$ cat config.mk
export PLATFORM = sky130hd
export DESIGN_NAME = hqm_hsl_front
export DESIGN_NICKNAME = d
export VERILOG_FILES = /design/src/rtl/core/hqm_pkg.sv /design/src/rtl/core/hqm_hsl_front.sv
export SDC_FILE = /design/constraint.sdc
export NUM_CORES = 1
export LEC_CHECK = 0
export CELL_PAD_IN_SITES_DETAIL_PLACEMENT = 1
export CELL_PAD_IN_SITES_GLOBAL_PLACEMENT = 2
export CORE_ASPECT_RATIO = 0.75
export CORE_MARGIN = 3
export CORE_UTILIZATION = 24
export DETAILED_ROUTE_END_ITERATION = 6
export DONT_BUFFER_PORTS = 1
export PLACE_DENSITY = 0.62
export SYNTH_ARGS = -nofsm -noshare
export SYNTH_HDL_FRONTEND = slang
export SYNTH_SLANG_ARGS = --single-unit
$ cat constraint.sdc
create_clock -name clock -period 6.51 [get_ports clock]
set_input_delay 0.9765 -clock clock [delete_from_list [all_inputs] [get_ports clock]]
set_output_delay 0.9765 -clock clock [all_outputs]
set_load 0.01 [all_outputs]
$ cat src/rtl/core/hqm_pkg.sv
// Shared types, constants and helper functions for the HSL qualifier matte.
// No dependencies; every other file of the block imports this package.
package hqm_pkg;

   localparam int FRAC_BITS = 15;
   localparam int VAL_W = 16;
   localparam logic [VAL_W-1:0] ONE = VAL_W'(1 << FRAC_BITS);

   // Restoring divider geometry: numerator and divisor up to 18 bits,
   // quotient of 16 bits, one quotient bit per stage.
   localparam int DIV_W = 18;
   localparam int DIV_Q_W = 16;
   localparam int DIV_STAGES = DIV_Q_W;

   localparam int CSR_IDX_W = 3;
   localparam int CSR_DATA_W = 48;

   typedef enum logic [CSR_IDX_W-1:0] {
      CSR_HUE_WINDOW = 3'd0,
      CSR_SAT_WINDOW = 3'd1,
      CSR_LUM_WINDOW = 3'd2,
      CSR_BLACK_CLIP = 3'd3,
      CSR_WHITE_CLIP = 3'd4,
      CSR_INVERT     = 3'd5
   } csr_index_type;

   typedef enum logic [1:0] {
      MAX_RED   = 2'd0,
      MAX_GREEN = 2'd1,
      MAX_BLUE  = 2'd2
   } max_sel_type;

   typedef struct packed {
      logic [VAL_W-1:0] margin;
      logic [VAL_W-1:0] hi;
      logic [VAL_W-1:0] lo;
   } window_type;

   typedef struct packed {
      window_type       hue;
      window_type       sat;
      window_type       lum;
      logic [VAL_W-1:0] black;
      logic [VAL_W-1:0] white;
      logic             invert;
   } cfg_type;

   // Output of the colour-space front end, ready for the first divider bank.
   typedef struct packed {
      logic             valid;
      logic [DIV_W-1:0] sat_n;
      logic [DIV_W-1:0] sat_d;
      logic [DIV_W-1:0] hue_n;
      logic [DIV_W-1:0] hue_d;
      logic             hue_neg;
      logic             grey;
      logic [VAL_W-1:0] lum;
   } front_type;

   typedef struct packed {
      logic             in_band;
      logic             ramp;
      logic [DIV_W-1:0] span;
      logic [DIV_W-1:0] margin;
   } ramp_req_type;

   typedef struct packed {
      logic                   valid;
      ramp_req_type [3:0]     req;
   } ramp_stage_type;

   // Classifies a value against one window and returns the margin distance
   // that the ramp divider needs. The lower margin takes priority.
   function automatic ramp_req_type ramp_setup(input logic [VAL_W-1:0] v,
                                               input logic [VAL_W:0]   lo,
                                               input logic [VAL_W:0]   hi,
                                               input logic [VAL_W-1:0] margin);
      logic [DIV_W-1:0] v18;
      logic [DIV_W-1:0] lo18;
      logic [DIV_W-1:0] hi18;
      logic [DIV_W-1:0] s18;
      logic             below;
      logic             above;
      ramp_req_type     res;
      v18   = DIV_W'(v);
      lo18  = DIV_W'(lo);
      hi18  = DIV_W'(hi);
      s18   = DIV_W'(margin);
      below = (margin != '0) && (v18 < lo18) && ((v18 + s18) > lo18);
      above = (margin != '0) && (v18 > hi18) && (v18 < (hi18 + s18));
      res.in_band = (v18 >= lo18) && (v18 <= hi18);
      res.ramp    = !res.in_band && (below || above);
      res.span    = below ? (v18 + s18 - lo18) : (hi18 + s18 - v18);
      res.margin  = s18;
      return res;
   endfunction

endpackage

$ cat src/rtl/core/hqm_hsl_front.sv
// Colour-space front end: clamps RGB, finds extremes and forms the
// saturation and hue division operands over three stages. Uses hqm_pkg.
module hqm_hsl_front
   import hqm_pkg::*;
(
   input  logic             clock,
   input  logic             reset,
   input  logic             en,
   input  logic             in_valid,
   input  logic [VAL_W-1:0] red,
   input  logic [VAL_W-1:0] green,
   input  logic [VAL_W-1:0] blue,
   output front_type        front_out
);

   logic             v1_ff, v2_ff;
   logic [VAL_W-1:0] r1_ff, g1_ff, b1_ff;
   logic [VAL_W-1:0] r2_ff, g2_ff, b2_ff, mx2_ff, mn2_ff;
   max_sel_type      sel2_ff;
   front_type        front_ff;

   logic [VAL_W-1:0] mx_in, mn_in;
   max_sel_type      sel_in;
   front_type        front_in;
   logic [VAL_W-1:0] delta;
   logic [VAL_W:0]   sum;
   logic [VAL_W:0]   den;

   always_ff @(posedge clock) begin
      if (en) begin
         r1_ff   <= (red   > ONE) ? ONE : red;
         g1_ff   <= (green > ONE) ? ONE : green;
         b1_ff   <= (blue  > ONE) ? ONE : blue;
         r2_ff   <= r1_ff;
         g2_ff   <= g1_ff;
         b2_ff   <= b1_ff;
         mx2_ff  <= mx_in;
         mn2_ff  <= mn_in;
         sel2_ff <= sel_in;
         front_ff.sat_n   <= front_in.sat_n;
         front_ff.sat_d   <= front_in.sat_d;
         front_ff.hue_n   <= front_in.hue_n;
         front_ff.hue_d   <= front_in.hue_d;
         front_ff.hue_neg <= front_in.hue_neg;
         front_ff.grey    <= front_in.grey;
         front_ff.lum     <= front_in.lum;
      end
      if (reset) begin
         v1_ff          <= 1'b0;
         v2_ff          <= 1'b0;
         front_ff.valid <= 1'b0;
      end else if (en) begin
         v1_ff          <= in_valid;
         v2_ff          <= v1_ff;
         front_ff.valid <= v2_ff;
      end
   end

   // Red wins ties, then green.
   always_comb begin
      mx_in  = r1_ff;
      sel_in = MAX_RED;
      if (g1_ff > mx_in) begin
         mx_in  = g1_ff;
         sel_in = MAX_GREEN;
      end
      if (b1_ff > mx_in) begin
         mx_in  = b1_ff;
         sel_in = MAX_BLUE;
      end
      mn_in = r1_ff;
      if (g1_ff < mn_in) mn_in = g1_ff;
      if (b1_ff < mn_in) mn_in = b1_ff;
   end

   always_comb begin
      delta = mx2_ff - mn2_ff;
      sum   = {1'b0, mx2_ff} + {1'b0, mn2_ff};
      den   = (sum <= {1'b0, ONE}) ? sum : ({ONE, 1'b0} - sum);
      front_in         = '0;
      front_in.valid   = v2_ff;
      front_in.lum     = sum[VAL_W:1];
      front_in.grey    = (delta == '0);
      front_in.sat_n   = DIV_W'(delta);
      front_in.sat_d   = DIV_W'(den);
      front_in.hue_d   = DIV_W'(delta) * DIV_W'(6);
      case (sel2_ff)
         MAX_RED: begin
            front_in.hue_neg = (g2_ff < b2_ff);
            front_in.hue_n   = front_in.hue_neg ? DIV_W'(b2_ff - g2_ff)
                                                : DIV_W'(g2_ff - b2_ff);
         end
         MAX_GREEN: begin
            front_in.hue_n = DIV_W'(b2_ff) - DIV_W'(r2_ff) + (DIV_W'(delta) << 1);
         end
         MAX_BLUE: begin
            front_in.hue_n = DIV_W'(r2_ff) - DIV_W'(g2_ff) + (DIV_W'(delta) << 2);
         end
         default: begin
            front_in.hue_n = '0;
         end
      endcase
   end

   assign front_out = front_ff;

endmodule

==> results.yml, run 1 <==
sta:
  slew_viol_final: 0
  setup_viol: 0
  finalSetupTns_ns: 0
  finClkSkew_ns: 0.0193
  relSlewSlack: 0.262
  rsz0062_at_grt: "false"
  timing.hold.ws_ns: 0.475
  period_needed_ns: 5.13
  tightest_slew_ns: 1.10
  fmax_ghz: 0.195
  post-route-period-util: 0.788
  hold_viol: 0
power:
  p_switching_mw: 3.49
  seq_power_share: 0.301
  ir_worst_vdd_mv: 0.215
  internal_power_mw: 4.53
  clkPwrFrac: 0.177
  switching_share: 0.435
  power_frac_comb: 0.522
  power_leakage_nw: 7.36
  powerDensity_nw_per_um2: 446
logic_synthesis:
  synth-edff-count: 214
  synth_top_family_by_area: "compound AO/OA/AOI/OAI gates"
  syn-mean-instance-area_um2: 10.1
  synth-simple-area-share: 0.117
  ys_ff_latch: 217
  ys.flop_type: "edfxtp_1"
  async_reset_ff_frac: 0
  syn-cell-area_um2: 16200
  synth_cell_type_count: 86
  synthMuxAreaShare: 0.0393
  synth_fa_ha_area_frac: 0.160
  yosysWarnings: 0
  synth_cells: 1597
  synth.yosys.seq_area_share: 0.400
  synth-xor-area-share: 0.0545
  synth_compound_area_frac: 0.174
critical_path:
  path_depth: 22
  cp_common_cell: "o21a_1"
  r2r_end: "mx2_ff[11]"
  slowest_stage: "edfxtp_1"
  crit_fanout: 11
  startpoint: "r1_ff[15]"
  critPathTopFamily: "compound AO/OA/AOI/OAI gates"
  critical_path_required_ns: 6.79
  crit_path_end: "mx2_ff[11]"
  slowest_delay_ns: 0.40
  critPathKind: "reg2reg"
  reg2reg_depth: 22
  path_cells: "inv_1 > ha_1 > nand4_1 > nor3_1 > o21ai_0 > o211ai_1 > a21boi_2 > buf_4 > mux2i_1 > ha_1 > nor2b_1 > o21a_1 > o21a_1 > o21a_1 > o21a_1 > o21ai_0 > nand2b_1 > a221o_1 > a21oi_1 > a21o_1 > buf_4 > mux2i_1"
  path_buf_inv: 3
  r2r_slack_ns: 1.38
  worstPathArrival_ns: 5.41
  cp-end-kind: "flop"
  timing.rr.start: "r1_ff[15]"
  cp-start-kind: "flop"
finish:
  area_growth_pct: 10.9
  num-fill-cells: 7480
  layout-drive-gt1-share: 0.0497
  layout.nets: 1846
global_route:
  grt_pass1_vias: 12433
  gr-total-overflow: 0
  antenna_found_initial: 1
  grt_max_degree: 218
  grtUsageTotal: 0.150
  grt_pass1_wl_um: 80400
die:
  core_area_um2: 66000
  fp.dieH_um: 231
  start_util: 0.246
  die_area_um2: 70700
  die_width_um: 306
  ios: 143
  rows: 81
route:
  firstDrtPassIters: 5
  vias: 12058
  drc: 0
  wl_um: 54400
  wl_per_cell_um: 21.9
  ant_nets: 0
  vias_per_cell: 4.86
  drt_iter0_drc: 776
clock_network:
  cts_num_sinks: 217
  cts-root-buf: "clkbuf_16"
  cts_setup_buffers: 0
  cts_buffers: 25
  ctsResizeCount: 0
  clk_path_buf_depth: 3
  clk_latency_ns: 0.57
  cts_tree: "yes"
  htreeDepth: 1
  path_clk_slew_ns: 0.06
  holdBufCountCts: 0
placement:
  numPortBuffers: 0
  hpwlAfterDp_um: 44000
  gp_congestion: 0.845
job:
  cap_viol_max_count: 0
run_status:
  status: "completed"
hold_path:
  min-delay-path-class: "in2reg"
sequential cells by signal, summed over array words and instances (netlist names):
name / flops
r1_ff: 16
v2_ff: 1
b2_ff: 16
g1_ff: 16
front_out: 85
mn2_ff: 16
v1_ff: 1
b1_ff: 16
g2_ff: 16
mx2_ff: 16
sel2_ff: 2
r2_ff: 16
layout make-up:
cell class,count,area (um^2),share of cell area
Antenna cell,1,2.50,0.000139
Clock buffer,28,637,0.0354
Clock inverter,17,159,0.00884
Inverter,167,627,0.0349
Multi-Input combinational cell,1165,8850,0.493
Sequential cell,217,6490,0.361
Tap cell,871,1090,0.0606
Timing Repair Buffer,16,120,0.00668
cells in the mapped netlist, types with 8 or more instances:
master    number  area share
o21ai_0       75       0.023
o22ai_1       11      0.0042
o31a_1         8      0.0043
nor4_1        17      0.0066
xor2_1        31       0.017
o21a_1        34       0.016
or3_1          9      0.0035
ha_1         193        0.15
nand2_1       65       0.015
a211oi_1       9      0.0042
nor2_1        93       0.022
a21o_1        46       0.021
o211ai_1      13      0.0060
buf_2          9      0.0028
nand3_1       17      0.0053
o21bai_1      14      0.0065
a21oi_1      121       0.037
o31ai_1       10      0.0046
edfxtp_1     214        0.40
inv_1        166       0.038
nand2b_1      19      0.0073
a31oi_1       16      0.0062
nor3_1        34       0.011
fa_1           9       0.011
mux2i_1       58       0.036
clkbuf_1      29      0.0067
xnor2_1       68       0.037
nor2b_1       68       0.026
nand4_1       16      0.0062
per-layer routing:
layer | global-route usage | share of wire | wire length (um)
met5 | 0 | 0 | 0
met4 | 0.0247 | 0.017 | 911
met1 | 0.243 | 0.56 | 30300
met3 | 0.0287 | 0.050 | 2710
met2 | 0.204 | 0.38 | 20400
stage by stage:
step / cells / utilization / total power, mW / setup WS, ns / instance area, um^2
6_report: 2482 / 0.272 / 8.02 / 1.38 / 18000
5_1_grt: 2481 / 0.272 / 8.68 / 1.01 / 18000
4_1_cts: 2481 / 0.272 / 8.11 / 1.35 / 18000
3_5_place_dp: 2436 / 0.260 / 6.64 / 1.37 / 17200
3_3_place_gp: 2436 / 0.260 / 6.52 / 1.41 / 17200
2_1_floorplan: 1600 / - / 5.39 / 1.64 / 16200
placed cells by master, fill, tap and decap left out, drive strengths merged, types with 28 or more instances in the layout:
master	n
edfxtp	214
ha	193
inv	168
a21oi	122
nor2	93
o21ai	83
xnor2	69
nor2b	68
nand2	65
mux2i	58
a21o	47
o21a	34
nor3	34
xor2	31
clkbuf	28
how the worst min path moves through the flow:
stage	startpoint	endpoint	slack [ns]	cells past startpoint
5_1_grt	reset	front_out[90]	0.44	1
6_report	reset	front_out[90]	0.47	1
2_1_floorplan	v1_ff	v1_ff	0.46	2
3_3_place_gp	v2_ff	v2_ff	0.47	2
3_5_place_dp	v2_ff	v2_ff	0.49	2
4_1_cts	reset	front_out[90]	0.44	1
cells by family after synthesis:
family | Yosys count
AO/OA/AOI/OAI | 425
AND/OR/NAND/NOR | 371
buffers and inverters | 218
flip-flops | 217
adder cells (fa/ha/maj) | 202
XOR/XNOR | 100
multiplexers | 63
other | 1
power groups by stage:
| stage | clock network [mW] | registers (mW) | logic (mW) |
|---|---|---|---|
| floorplan | 0 | 2.33 | 3.05 |
| global placement | 0 | 2.45 | 4.08 |
| detailed placement | 0 | 2.46 | 4.18 |
| CTS | 1.47 | 2.43 | 4.21 |
| global route | 1.53 | 2.45 | 4.70 |
| finish | 1.42 | 2.42 | 4.19 |
No activity file was read; power rests on OpenSTA's default activity.
==> run 2: changes to the inputs <==
==> constraint.sdc (replaced) <==
create_clock -name clock -period 4.8 [get_ports clock]
set_input_delay 0.72 -clock clock [delete_from_list [all_inputs] [get_ports clock]]
set_output_delay 0.72 -clock clock [all_outputs]
set_load 0.01 [all_outputs]
==> run 2 against run 1 <==
Compared with the run above:
- clock power rose by 49%
- design area up 4.2%
- utilization increased by 1.1 points
- critical path type unchanged
- via count grew 2.4%
- clock skew increased by 0.0078 ns
- worst hold slack worse by 0.27 ns
- wire length rose by 1.7%
- total power increased by 42%
- register-to-register slack worse by 1.1 ns
- maximum frequency grew 12%
- largest power group unchanged
- non-clock buffer count rose by 74
- combinational power grew 44%
==> results.yml, run 2 (synthesis gave the netlist of run 1 again) <==
critical_path:
  path_cells: "inv_1 > ha_1 > nand4_1 > nor3_2 > o21ai_0 > o211ai_1 > a21boi_4 > buf_4 > mux2i_1 > ha_1 > a21o_1 > a21o_1 > a21oi_1 > nor2b_1 > o21ai_0 > nand2_1 > a221o_1 > a21oi_1 > a21o_1 > mux2_2"
  startpoint: "r1_ff[13]"
  cp-start-kind: "flop"
  worstPathArrival_ns: 4.88
  cp_common_cell: "a21o_1"
  r2r_end: "mx2_ff[0]"
  cp-end-kind: "flop"
  crit_fanout: 6
  timing.rr.start: "r1_ff[13]"
  slowest_stage: "edfxtp_1"
  r2r_slack_ns: 0.23
  slowest_delay_ns: 0.43
  reg2reg_depth: 20
  critPathKind: "reg2reg"
  critical_path_required_ns: 5.12
die:
  die_area_um2: 70700
  ios: 143
  die_width_um: 306
  start_util: 0.246
  core_area_um2: 66000
  fp.dieH_um: 231
  rows: 81
route:
  vias: 12349
  drt_iter0_drc: 723
  wl_met2_um: 21700
  ant_nets: 0
  wl_met3_um: 2450
  vias_per_cell: 4.83
  wl_met1_um: 30300
  drc: 0
  wl_per_cell_um: 21.6
  wl_um: 55300
  top_layer_used: "met4"
  firstDrtPassIters: 5
global_route:
  gr-total-overflow: 0
  grt_max_degree: 218
  grt_pass1_vias: 12648
  grt_pass1_wl_um: 81600
  grtUsageTotal: 0.153
  antenna_found_initial: 0
power:
  powerDensity_nw_per_um2: 610
  power_mw: 11.4
  power_leakage_nw: 7.80
  ir_worst_vdd_mv: 0.324
clock_network:
  htreeDepth: 1
  path_clk_slew_ns: 0.07
  clk_latency_ns: 0.59
  clk_path_buf_depth: 3
  cts_buffers: 26
  cts_num_sinks: 217
  cts-root-buf: "clkbuf_16"
  cts_tree: "yes"
sta:
  setup_viol: 0
  tightest_slew_ns: 0.764
  rsz0062_at_grt: "true"
  fin_ws_ns: 0.234
  post-route-period-util: 0.951
  finClkSkew_ns: 0.0271
  relSlewSlack: 0.478
  fmax_ghz: 0.219
  period_needed_ns: 4.57
  hold_viol: 0
  slew_viol_final: 0
  timing.hold.ws_ns: 0.203
finish:
  area_growth_pct: 15.6
  ff_latch_area_um2: 6490
  final_util: 0.284
  layout.nets: 1921
  layout_common_cells: "edfxtp_1 (214), ha_1 (192), inv_1 (165), a21oi_1 (118), nor2_1 (93)"
  layout-drive-gt1-share: 0.101
  multi_input_area_um2: 8930
  num-fill-cells: 7435
  largest_reg_flops: 85
  mostFrequentLayoutCell: "edfxtp_1"
  num_antenna_cells: 0
placement:
  numPortBuffers: 0
  gp_congestion: 0.851
  place_ws_ns: 0.125
  hpwlAfterDp_um: 44800
hold_path:
  whs_endpoint: "v1_ff"
  min_from: "reset"
  min-delay-path-class: "in2reg"
  holdPathStages: 1
run_status:
  status: "completed"
job:
  cap_viol_max_count: 0
[run 2: changes by cell type in the layout (fill, tap and decap cells not counted), sizes merged]
cell / previous run / this run
clkinv: 11 / 7
diode: 1 / 0
buf: 16 / 90
clkinvlp: 3 / 1
bufinv: 2 / 4
clkbuf: 28 / 35
[run 2: routing by layer]
layer,vias up,global-route usage
met5,-,0
met4,0,0.0286
met3,50,0.0230
met2,298,0.213
met1,6052,0.245
li1,5949,-
[run 2: what timing repair did]
item	CTS	global route
hold buffers	0	0
setup buffers	0	6
endpoints found under the setup margin	0	23
gates resized for setup	0	19
[run 2: layout make-up]
type	instances	share of cell area
clock inverter	13	0.0108
sequential	217	0.346
clock buffer	35	0.0376
timing repair buffer	90	0.0369
tap	871	0.0582
multi-input combinational	1165	0.477
inverter	167	0.0335
[run 2: worst max path at each step]
stage | to | depth (start not counted)
6_report | mx2_ff[0] | 20
5_1_grt | front_out[52] | 21
4_1_cts | front_out[52] | 21
3_5_place_dp | front_out[52] | 21
3_3_place_gp | front_out[52] | 20
2_1_floorplan | mx2_ff[0] | 22
[run 2: worst max-delay path, delay by kind of cell (launching register included)]
family,cells,cell delay [ns]
AO/OA/AOI/OAI,10,1.80
multiplexers,2,0.69
adder cells (fa/ha/maj),2,0.61
AND/OR/NAND/NOR,4,0.52
flip-flops,1,0.43
buffers and inverters,2,0.25
[run 2: stage by stage]
step           std cells  TNS (ns)  instance area, um^2
6_report            2558         0                18700
5_1_grt             2558   -0.0536                18700
4_1_cts             2552         0                18600
3_5_place_dp        2504         0                17700
3_3_place_gp        2504         0                17700
2_1_floorplan       1600         0                16200
[run 2: power breakdown]
part           leakage (nW)  internal, mW  switching, mW  total (mW)
clock network         0.437          1.26          0.864        2.12
registers              2.11          2.83          0.434        3.27
logic                  5.25          2.51           3.53        6.03
total                  7.80          6.59           4.83        11.4
==> run 3: changes to the inputs <==
--- a/config.mk
+++ b/config.mk
@@ -5,7 +5,7 @@
 export SDC_FILE = /design/constraint.sdc
 export NUM_CORES = 1
 export LEC_CHECK = 0
-export CELL_PAD_IN_SITES_DETAIL_PLACEMENT = 1
+export CELL_PAD_IN_SITES_DETAIL_PLACEMENT = 0
 export CELL_PAD_IN_SITES_GLOBAL_PLACEMENT = 2
 export CORE_ASPECT_RATIO = 0.75
 export CORE_MARGIN = 3
==> run 3 against run 2 <==
Compared with the run above:
- worst hold slack better by 0.017 ns
- die area did not move
- clock skew is 0.0066 ns lower
- clock power down 10%
- total power is 3.2% lower
- register-to-register slack about the same
- setup slack improved by 0.0046 ns
- cell count is the same
- critical path depth decreased by 5
- combinational power shrank 2%
- sequential cell count unchanged
- utilization down 0.21 points
- critical endpoint is now front_out[51]
- largest cell class unchanged
- largest power group unchanged
==> results.yml, run 3 (synthesis gave the netlist of run 1 again) <==
run_status:
  status: "completed"
critical_path:
  worstPathArrival_ns: 4.87
  critical_path_required_ns: 5.11
  timing.rr.start: "mx2_ff[1]"
  slowest_stage: "fa_1"
  slowest_delay_ns: 0.66
  cp-end-kind: "flop"
  startpoint: "mx2_ff[1]"
  path_cells: "inv_1 > fa_1 > inv_1 > fa_1 > a21o_1 > a21oi_1 > nor2_1 > o31a_1 > o31a_1 > a221o_1 > a21oi_1 > o21ai_2 > xor2_1 > a22oi_1 > o21ai_1"
  critPathKind: "reg2reg"
  crit_fanout: 7
  cp-start-kind: "flop"
clock_network:
  clk_latency_ns: 0.58
  htreeDepth: 1
  cts_buffers: 27
  cts_num_sinks: 217
  clk_path_buf_depth: 3
  cts_tree: "yes"
  cts-root-buf: "clkbuf_16"
  path_clk_slew_ns: 0.06
sta:
  setup_viol: 0
  tightest_slew_ns: 0.768
  relSlewSlack: 0.484
  post-route-period-util: 0.950
  finalSetupTns_ns: 0
  rsz0062_at_grt: "true"
  timing.hold.ws_ns: 0.220
  finClkSkew_ns: 0.0205
  fin_ws_ns: 0.238
  period_needed_ns: 4.56
  hold_viol: 0
  slew_viol_final: 0
  fmax_ghz: 0.219
finish:
  mostFrequentLayoutCell: "edfxtp_1"
  layout_common_cells: "edfxtp_1 (214), ha_1 (192), inv_1 (165), a21oi_1 (119), nor2_1 (93)"
  ff_latch_area_um2: 6490
  num_antenna_cells: 0
  area_growth_pct: 14.7
  layout.nets: 1920
  multi_input_area_um2: 8890
  num-fill-cells: 6870
  final_area_um2: 18600
  layout-drive-gt1-share: 0.0966
  largest_reg_flops: 85
route:
  wl_met1_um: 28700
  vias_per_cell: 4.74
  vias: 12113
  drt_iter0_drc: 843
  wl_met2_um: 19900
  wl_per_cell_um: 20.5
  wl_met3_um: 3080
  firstDrtPassIters: 5
  drc: 0
  ant_nets: 0
  top_layer_used: "met4"
  wl_um: 52300
global_route:
  grtUsageTotal: 0.145
  grt_pass1_wl_um: 77200
  grt_pass1_vias: 11926
  gr-total-overflow: 0
  antenna_found_initial: 0
  grt_max_degree: 218
hold_path:
  min-delay-path-class: "in2reg"
  min_from: "reset"
die:
  die_area_um2: 70700
  fp.dieH_um: 231
  die_width_um: 306
  rows: 81
  start_util: 0.246
  core_area_um2: 66000
  ios: 143
placement:
  place_ws_ns: 0.213
  hpwlAfterDp_um: 42400
  gp_congestion: 0.851
  numPortBuffers: 0
  place_area_um2: 17700
power:
  powerDensity_nw_per_um2: 595
  power_leakage_nw: 7.74
  ir_worst_vdd_mv: 0.274
job:
  cap_viol_max_count: 0
[run 3: repair_timing]
item / in CTS / in global routing
gates resized for setup: 0 / 12
setup endpoints to repair: 0 / 19
setup buffers: 0 / 4
hold buffers: 0 / 0
[run 3: worst paths after layout]
path | slack, ns | to | cells past startpoint
max | 0.24 | front_out[51] | 15
min | 0.22 | v2_ff | 1
max reg2reg | 0.24 | front_out[51] | 15
min reg2reg | 0.50 | v2_ff | 2
[run 3: routing by layer]
layer,track usage,vias up
met3,0.0293,40
met4,0.0209,0
li1,-,5973
met5,0,-
met1,0.235,5781
met2,0.195,319
[run 3: power breakdown]
group / switching (mW) / internal, mW / total, mW
logic: 3.41 / 2.47 / 5.88
registers: 0.439 / 2.83 / 3.27
clock network: 0.858 / 1.04 / 1.90
[run 3: cell type report]
class / instances / share of cell area
tap: 871 / 0.0586
clock buffer: 32 / 0.0374
timing repair buffer: 88 / 0.0364
multi-input combinational: 1165 / 0.478
sequential: 217 / 0.349
inverter: 167 / 0.0337
clock inverter: 18 / 0.00660
[run 3: metrics by stage]
| stage | power (mW) | std cells | utilization |
|---|---|---|---|
| 6_report | 11.1 | 2558 | 0.282 |
| 5_1_grt | 11.9 | 2558 | 0.282 |
| 4_1_cts | 11.1 | 2554 | 0.281 |
| 3_5_place_dp | 9.15 | 2504 | 0.268 |
| 3_3_place_gp | 9.13 | 2504 | 0.268 |
| 2_1_floorplan | 7.31 | 1600 | - |
[run 3: critical path, delay by kind of cell (launching register included)]
family	cells	cell delay, ns
buffers and inverters	2	0.36
DFF	1	0.54
adders and majority gates	2	1.19
AOI/OAI and AO/OA	9	1.94
xor gates and xnor gates	1	0.16
and+or+nand+nor	1	0.10
